**config.mk**
```make
export PLATFORM = sky130hd
export DESIGN_NAME = vmc_div_step
export DESIGN_NICKNAME = d
export VERILOG_FILES = /design/src/rtl/vmc_div_step.sv
export SDC_FILE = /design/constraint.sdc
export NUM_CORES = 1
export LEC_CHECK = 0
export BUFFER_PORTS_ARGS = -buffer_cell sky130_fd_sc_hd__buf_4
export CORE_AREA = 4 4 106 68
export DETAILED_ROUTE_END_ITERATION = 8
export DIE_AREA = 0 0 110 72
export PLACE_DENSITY = 0.9
export SLEW_MARGIN = 20
export SYNTH_ARGS = -nofsm -noshare
export SYNTH_HDL_FRONTEND = slang
export SYNTH_SLANG_ARGS = --single-unit
```
**constraint.sdc**
```tcl
create_clock -name vclk -period 4.7
set_input_delay 0.47 -clock vclk [all_inputs]
set_output_delay 0.47 -clock vclk [all_outputs]
set_load 0.01 [all_outputs]
```
**src/rtl/vmc_div_step.sv**
```systemverilog
// One restoring divide step: one quotient bit per stage.
module vmc_div_step #(
    parameter int unsigned NW = 64,
    parameter int unsigned DW = 32
) (
    input  logic [NW-1:0] i_num,
    input  logic [DW:0]   i_rem,
    input  logic [DW-1:0] i_den,
    output logic [NW-1:0] o_num,
    output logic [DW:0]   o_rem,
    output logic          o_bit
);
    logic [DW+1:0] w_trial;

    assign w_trial = {i_rem, i_num[NW-1]};
    assign o_num   = {i_num[NW-2:0], 1'b0};
    always_comb begin
        if (w_trial >= {2'b00, i_den}) begin
            o_rem = (DW+1)'(w_trial - {2'b00, i_den});
            o_bit = 1'b1;
        end else begin
            o_rem = (DW+1)'(w_trial);
            o_bit = 1'b0;
        end
    end
endmodule

```
# After elaboration in Yosys (flattened, before gate mapping)

Cells that the tools add are included.

Register bits after elaboration: 0
Bits of input ports: 129
Word-level logic and storage cells: 4

Add/sub/neg operators: 1
$lt $le $gt $ge: 1
Mux-type cells: 2

Operators by type and width:

| cell             | count |
|---|---|
| $ge A34 B32 Y1   | 1 |
| $mux W33         | 1 |
| $sub A33 B32 Y33 | 1 |
| $mux W1          | 1 |

# Depth between registers and ports, before layout

Depth after elaboration: 2
Mapped depth: 14
Depth with buffers taken out: 13

# Worst setup path before layout

Ideal clock, no wire load.

Path type: input -> output
From: in i_num[63]
To: out o_rem[32]
Arrival time: 2.839 ns
Data required time: 4.230 ns
Path slack: 1.391 ns
Stages on the path: 12
Path through: inv_1 > ha_1 > inv_1 > fa_1 > a211oi_2 > o211a_1 > nor2_1 > a21o_1 > a311o_1 > a311oi_2 > o21ai_1 > mux2_1

Cells in the longest elaborated chain, start to end: 2

Ends and longest elaborated chain:

| element                                                   | RTL line | text |
|---|---|---|
| from (decl)                                               | 6        | `input logic [NW-1:0] i_num,` |
| $sub A33 B32 Y33 / $ge A34 B32 Y1 (equally long branches) | 19, 18   |  |
| $mux W33 *                                                | 18       | `if (w_trial >= {2'b00, i_den}) begin` |
| to (decl)                                                 | 10       | `output logic [DW:0] o_rem,` |

Mark *: on every way between the ends. The rest lies on a longest branch, timed or not.

# Worst setup path in the final report

From: in i_num[63]
To: out o_rem[22]

The elaborated chain is that of the path after synthesis.

==> results.py <==
metrics = {
    "outcome": {
        "status": "complete, no violations",
    },
    "route": {
        "drt_pass1_iterations": 4,
        "wire_per_inst_um": 14.29,
        "viasPerCell": 5.385,
        "remaining_drc_errors": 0,
        "drtIter0Drc": 107,
        "drt_wl_total_um": 7488,
        "via_count": 2822,
        "ant_nets": 0,
    },
    "synthesis": {
        "ys_seq_area_frac": 0,
        "syn-num-nets": 573,
        "syn_inst": 411,
        "yosysWarnings": 0,
        "syn_area_mm2": 0.002675,
        "synth.distinct_cells": 54,
        "syn_area_per_cell_um2": 6.509,
    },
    "final_layout": {
        "fin_cells": 524,
        "utilization": 0.4739,
        "syn2layout_area_growth_pct": 12.68,
        "fillers": 647,
        "most-common-layout-cells": "101 x buf_4, 49 x a21oi_1, 42 x inv_1",
        "seq_cell_count": 0,
        "nets": 601,
        "fin_area_mm2": 0.003014,
        "seq_area_um2": 0,
        "num_antenna_cells": 0,
        "multi_input_area_mm2": 0.001986,
        "final_common_cell": "buf_4",
        "clkbuf_count": 0,
        "drive_above_1_share": 0.2586,
    },
    "die": {
        "dieArea_mm2": 0.007920,
        "pin_count": 227,
        "fp.dieH_um": 72,
        "coreArea_mm2": 0.006360,
        "start_util": 0.4206,
        "row_count": 23,
        "die_w_um": 110,
    },
    "global_route": {
        "grt.total_usage": 0.1788,
        "grt_pass1_vias": 2638,
        "grt_start_max_net_pins": 34,
        "grt.overflow.total": 0,
        "grt_pass1_wl_um": 11980,
        "antenna_found_initial": 0,
    },
    "setup_path": {
        "slowest_stage": "a31oi_4",
        "cp.arrival_ns": 3.47,
        "critPathKind": "input port to output pin",
        "path_buf_inv": 5,
        "slowest_delay_ns": 0.52,
        "path_common_cell": "buf_4",
        "path_cells": "buf_4 -> inv_1 -> ha_1 -> inv_1 -> fa_1 -> a211oi_2 -> o211a_1 -> o211ai_1 -> and2_1 -> a31oi_2 -> a31oi_4 -> buf_4 -> mux2_2 -> buf_4",
        "crit_path_max_fanout": 33,
        "required_ns": 4.23,
        "crit_path_end_kind": "output pin",
        "critPathTopFamily": "compound AO/OA/AOI/OAI gates",
        "startpoint_type": "input port",
    },
    "sta": {
        "whs_ns": 0.9400,
        "finalHoldViolCount": 0,
        "finalSetupTns_ns": 0,
        "slew_headroom": 0.6267,
        "fin_crit_sh": 0.8394,
        "final-setup-viol-count": 0,
        "fin_crit_ns": 3.945,
        "rsz0062_at_grt": "false",
        "final-max-slew-violation-count": 0,
        "tightest_slew_ns": 0.5599,
        "max_freq_mhz": 253.5,
    },
    "power_and_ir_drop": {
        "cellPowerDensity_mw_per_mm2": 172.1,
        "vdd_ir_drop_max_uv": 80.39,
        "leakage_nw": 1.557,
    },
    "place": {
        "placed_area_mm2": 0.003014,
        "place_inst": 524,
        "hpwlAfterDp_um": 6407,
        "gp_congestion": 0.8923,
        "io_buffer_count": 100,
    },
    "clocking": {
        "post_cts_resize_count": 0,
        "post_cts_buffers": 0,
        "postCtsHoldBufs": 0,
    },
    "flow_run": {
        "cap_viol_max_count": 0,
    },
    "min_path": {
        "min_path_type": "input port to output pin",
    },
}
-- power breakdown --
part | internal (mW) | switching (mW)
Clock | 0 | 0
Sequential | 0 | 0
Combinational | 0.251 | 0.268
Total | 0.251 | 0.268
-- metal layers --
layer / up-vias / wire length (µm) / GRT usage
met3: 12 / 680 / 0.03467
met5: - / 0 / 0
met2: 125 / 3290 / 0.2957
li1: 1399 / - / -
met1: 1286 / 3482 / 0.2519
met4: 0 / 35 / 0.01107
-- through the flow --
step | power, mW | worst slack (ns)
2_1_floorplan | 0.3686 | 1.391
5_1_grt | 0.5718 | 0.5073
3_5_place_dp | 0.5179 | 0.7599
6_report | 0.5186 | 0.7550
3_3_place_gp | 0.5084 | 0.8350
4_1_cts | 0.5209 | 0.7426
-- Yosys cell counts, types with 4 or more instances --
master	n	area [µm²]
a21o_1	9	67.56
nand2b_1	5	31.28
inv_1	42	157.7
and2_1	5	31.28
o211ai_1	4	30.03
buf_4	64	480.5
clkbuf_1	6	22.52
nand4_1	5	31.28
o21ai_0	11	55.05
o21bai_1	5	37.54
buf_2	5	25.02
a21oi_1	49	245.2
nor2_1	37	138.9
xnor2_1	18	157.7
ha_1	32	400.4
xor2_1	9	78.83
nor3_1	5	25.02
nand3_1	8	40.04
o21ai_1	7	35.03
nand2_1	36	135.1
a31oi_1	4	25.02
-- cell type report --
| type | instances | share of cell area |
|---|---|---|
| multi-input cells | 293 | 0.6588 |
| inverters | 43 | 0.05355 |
| well taps | 87 | 0.03611 |
| repair buffers | 101 | 0.2516 |
-- cell families after synthesis --
logic type      share of synthesized area
fa+ha+maj                          0.1572
mux                              0.008418
simple gates                       0.1927
other cells                      0.001402
buf+inv                            0.2577
compound gates                     0.2942
xor+xnor                          0.08840
-- worst paths after layout --
| kind | from | endpoint | slack [ns] | depth (start not counted) |
|---|---|---|---|---|
| worst max-delay path | i_num[63] | o_rem[22] | 0.76 | 14 |
| worst min-delay path | i_num[12] | o_num[13] | 0.94 | 0 |
No activity file was read; power rests on OpenSTA's default activity.
