**src/rtl/vmc_sqrt_step.sv**
```systemverilog
// One restoring square-root step: decides one root bit per stage.
module vmc_sqrt_step #(
    parameter int unsigned RW = 32
) (
    input  logic [2*RW-1:0] i_rad,
    input  logic [RW+1:0]   i_rem,
    input  logic [RW-1:0]   i_root,
    output logic [2*RW-1:0] o_rad,
    output logic [RW+1:0]   o_rem,
    output logic [RW-1:0]   o_root
);
    logic [RW+1:0] w_trial;
    logic [RW+1:0] w_sub;

    assign w_trial = {i_rem[RW-1:0], i_rad[2*RW-1 -: 2]};
    assign w_sub   = {i_root, 2'b01};
    assign o_rad   = {i_rad[2*RW-3:0], 2'b00};
    always_comb begin
        if (w_trial >= w_sub) begin
            o_rem  = w_trial - w_sub;
            o_root = {i_root[RW-2:0], 1'b1};
        end else begin
            o_rem  = w_trial;
            o_root = {i_root[RW-2:0], 1'b0};
        end
    end
endmodule

```
**config.mk**
```make
export PLATFORM = sky130hd
export DESIGN_NAME = vmc_sqrt_step
export DESIGN_NICKNAME = d
export VERILOG_FILES = /design/src/rtl/vmc_sqrt_step.sv
export SDC_FILE = /design/constraint.sdc
export NUM_CORES = 1
export LEC_CHECK = 0
export ABC_AREA = 1
export BUFFER_PORTS_ARGS = -buffer_cell sky130_fd_sc_hd__buf_2
export CAP_MARGIN = 20
export CELL_PAD_IN_SITES_DETAIL_PLACEMENT = 1
export CELL_PAD_IN_SITES_GLOBAL_PLACEMENT = 1
export CORE_MARGIN = 2
export CORE_UTILIZATION = 24
export DETAILED_ROUTE_END_ITERATION = 12
export PLACE_DENSITY = 0.92
export SKIP_LAST_GASP = 1
export SYNTH_ARGS = -nofsm -noshare
export SYNTH_HDL_FRONTEND = slang
export SYNTH_SLANG_ARGS = --single-unit
```
**constraint.sdc**
```tcl
create_clock -name vclk -period 1.56
set_input_delay 0.078 -clock vclk [all_inputs]
set_output_delay 0.078 -clock vclk [all_outputs]
set_load 0.02 [all_outputs]
```
# After elaboration in Yosys (flattened, before gate mapping)

Cells that the tools add are included.

$lt $le $gt $ge: 1
Multiplexer cells: 2
Add/subtract/negate cells: 1

Operator list:

| kind                               | count |
|---|---|
| 34-bit greater-or-equal comparator | 1 |
| 34-bit 2-to-1 mux                  | 1 |
| 34-bit subtractor                  | 1 |
| 1-bit 2-to-1 mux                   | 1 |

Logic and storage cells: 4
Bits in registers: 0
Input port bits: 130
Output and inout port bits: 130

# Depth between registers and ports, before layout

Depth in word-level cells: 2
Mapped depth: 16
Depth with buffers taken out: 15

# Worst setup path after synthesis

No wires, ideal clock.

Path type: input-to-output
Start: input i_root[7]
End: output o_rem[1]
Setup slack: -212 ps
Data required time: 1,482 ps
Arrival time: 1,694 ps
Stages on the path: 11
Buffers on the path: 0
Path through: inv_1 ha_1 nand2_2 inv_2 a21oi_1 nand3_2 nand2_1 nand3_2 nand2_2 nand2_8 o21ai_0

Cells in the longest elaborated chain, start to end: 2

Ends and longest elaborated chain:

| what                               | RTL line | RTL |
|---|---|---|
| from (decl)                        | 7        | `input logic [RW-1:0] i_root,` |
| 34-bit greater-or-equal comparator | 19       | `if (w_trial >= w_sub) begin` |
| 34-bit 2-to-1 mux                  | 19       |  |
| to (decl)                          | 9        | `output logic [RW+1:0] o_rem,` |

No other way between the ends.

# Final worst setup path

Start: input i_rem[8]
End: output o_rem[30]

Cells in the longest elaborated chain, start to end: 2
Elaborated cells on any way between the ends: 3
Classes of those cells: add/sub (1); order compare (1); mux (1)

Ends and longest elaborated chain:

| what                                                                           | RTL line | RTL |
|---|---|---|
| from (decl)                                                                    | 6        | `input logic [RW+1:0] i_rem,` |
| 34-bit subtractor / 34-bit greater-or-equal comparator (equally long branches) | 20, 19   |  |
| 34-bit 2-to-1 mux *                                                            | 19       |  |

Every way passes the cells marked *; elsewhere a longest branch is shown, timed or not.

==> impl_metrics.ini <==
[hold_path]
holdPathEnd = o_rad[20]
worstHoldPathType = in -> out
holdCritStartpoint = i_rad[18]
holdPathStages = 0

[floorplanning]
die_height_um = 129
core_outline_area_um2 = 15200
floorplan.initialDensity_pct = 24.6
dieWidth_um = 129
floorplan.die_area_um2 = 16600
num_rows = 45
num_io_pins = 260

[placement]
placed_cells = 1052
io_buffer_count = 132
last_weighted_congestion_value_of_the_routability_driven_placer = 0.925
post-dp-hpwl_um = 12900

[cells_and_area]
multi_input_comb_area_um2 = 3660
final_layout_size_suffix_gt1_share_pct = 55.7
flow.area_growth_from_synthesis_pct = 74.7
layoutNonFillerInstCount = 1079
final.clkbuf_count = 0
finish.net_count = 1057
design.seq.count = 0
antenna_cells = 0
n_fill_cell = 1987
regArea_um2 = 0

[global_route]
grt_first_pass_wirelength_um = 26700
grt.total_usage_pct = 19.9
grt_pass1_vias = 5330
largest_net_degree_at_the_start_of_global_routing = 11
grt_remaining_overflow = 0
initial_antenna_violation_count = 0

[power]
vdd_ir_drop_max_v = 0.000192
switching_share_pct = 54.9
internal_power_w = 0.00150
p_comb_share_pct = 100.0
netSwitchingPower_w = 0.00183
power-per-cell-area_nw_per_um2 = 510
share_seq_of_total_power_pct = 0
power.clock.fraction_pct = 0
cellLeakagePower_nw = 3.59

[worst_setup_path]
end_kind = output pin
worstPathMaxFanout = 8
worst-endpoint-arrival_ns = 1.91
setup.worst_path.class = in -> out
required_time_of_the_worst_setup_path_ns = 1.48
startpoint_type = input port

[routing]
ant_nets = 0
route.detailed.wl_per_inst_um = 17.0
wl_met1_um = 7740
vias_per_cell = 4.70
top_layer_used = met4
drtIter0Drc = 165
met3_length_um = 626
drt-total-wl_um = 18400
met2RoutedLength_um = 9470
post-route-drc-count = 0
first_pass_iters = 4
detailroute.via_count = 5072

[sta]
final_worst_path_period_share_pct = 127
final_hold_viol_count = 0
final.setup.tns_ns = -13.59
setup_viol_count_final = 35
period_needed_ns = 1.99
setup_ws_ns = -0.427
timing.final.max_slew_violations = 0
grt_setup_unrepaired = yes
fmax_mhz = 503

[run_status]
violations = setup timing
outcome = finished with violations

[logic_synthesis]
yosysWarnings = 0
syn_inst = 728
ys_seq_area_share_pct = 0
postSynthAreaPerCell_um2 = 5.14
yosys.area.top_type = sky130_fd_sc_hd__nand2_1
synth_largest_type_area_fraction_pct = 27.9
post_synth_most_frequent_cells = sky130_fd_sc_hd__nand2_1, sky130_fd_sc_hd__inv_1, sky130_fd_sc_hd__buf_4
synth.most_common_cell = sky130_fd_sc_hd__nand2_1
yosys-top-cells-area = sky130_fd_sc_hd__nand2_1, sky130_fd_sc_hd__buf_4, sky130_fd_sc_hd__inv_1
synth.lib_cells_used.distinct = 26
syn-cell-area_um2 = 3740

[job]
drv.max_cap_violation_count = 0

[cts]
ctsHoldBuffers = 0
cell families after synthesis:
| kind of cell | synth area share, % |
|---|---|
| other | 0.100 |
| and+or+nand+nor | 44.4 |
| AOI/OAI and AO/OA | 6.39 |
| xor gates and xnor gates | 3.98 |
| adders and majority gates | 11.4 |
| buffers and inverters | 33.7 |
timing repair:
item | in CTS | in global routing
pin swaps | 53 | 39
cloned | 1 | 1
gates resized for setup | 248 | 85
setup buffers | 18 | 8
setup endpoints to repair | 35 | 35
through the flow:
step                      instance area (um^2)  setup WS (ns)  total power [W]  hold slack, ns  utilization, %
after floorplan                           4140        0.00116          0.00171           0.269               -
after global placement                    5100         -0.460          0.00237           0.156            33.5
after detailed placement                  5100         -0.508          0.00244           0.156            33.5
after CTS                                 6140         -0.331          0.00305           0.156            40.4
after global routing                      6530         -0.516          0.00355           0.156            43.0
final                                     6530         -0.427          0.00333           0.156            43.0
layout by cell type (no fill, tap or decap), types with 14 or more instances in the layout:
cell                      netlist  routed
sky130_fd_sc_hd__nor2_1        46      24
sky130_fd_sc_hd__nand3_1       40      32
sky130_fd_sc_hd__buf_6          3      47
sky130_fd_sc_hd__nand2_1      278     168
sky130_fd_sc_hd__xor2_1        14      14
sky130_fd_sc_hd__ha_4           0      29
sky130_fd_sc_hd__nand2_4        0      45
sky130_fd_sc_hd__inv_1        125     103
sky130_fd_sc_hd__nand2_2        4      68
sky130_fd_sc_hd__inv_2          4      19
sky130_fd_sc_hd__nor2_4         0      15
sky130_fd_sc_hd__a21oi_2        1      15
sky130_fd_sc_hd__buf_2          0      75
sky130_fd_sc_hd__buf_4         98     128
final cells by class:
type | instances | share of cell area (%)
Inverter | 130 | 7.93
Multi-Input combinational cell | 498 | 56.1
Tap cell | 188 | 3.60
Timing Repair Buffer | 263 | 32.4
power groups by stage:
stage | Combinational (W) | Sequential, W | Clock [W]
5_1_grt | 0.00355 | 0 | 0
6_report | 0.00333 | 0 | 0
2_1_floorplan | 0.00171 | 0 | 0
3_3_place_gp | 0.00237 | 0 | 0
4_1_cts | 0.00305 | 0 | 0
3_5_place_dp | 0.00244 | 0 | 0
worst max path at each step:
stage                     startpoint         to
after floorplan           i_root[27]   o_rem[0]
after global placement     i_root[0]  o_rem[30]
after detailed placement    i_rem[0]  o_rem[30]
after CTS                  i_root[1]  o_rem[30]
after global routing       i_root[4]  o_rem[32]
final                       i_rem[8]  o_rem[30]
metal layers:
metal / GRT usage, % / vias up
met5: 0 / -
met4: 6.33 / 0
met3: 0.832 / 56
met2: 36.8 / 164
met1: 24.7 / 2397
li1: - / 2455
worst max-delay path, cell delays in order:
cell,delay [ns]
sky130_fd_sc_hd__buf_8,0.11
sky130_fd_sc_hd__ha_4,0.28
sky130_fd_sc_hd__nand2_4,0.08
sky130_fd_sc_hd__nor2_4,0.13
sky130_fd_sc_hd__inv_2,0.06
sky130_fd_sc_hd__nor2_4,0.11
sky130_fd_sc_hd__nand4_1,0.14
sky130_fd_sc_hd__nor2_2,0.18
sky130_fd_sc_hd__nor2_4,0.07
sky130_fd_sc_hd__nand2_8,0.12
sky130_fd_sc_hd__clkinv_8,0.10
sky130_fd_sc_hd__buf_16,0.18
sky130_fd_sc_hd__nand2_4,0.07
sky130_fd_sc_hd__nand2_2,0.05
sky130_fd_sc_hd__buf_6,0.13
No activity file was read; power rests on OpenSTA's default activity.
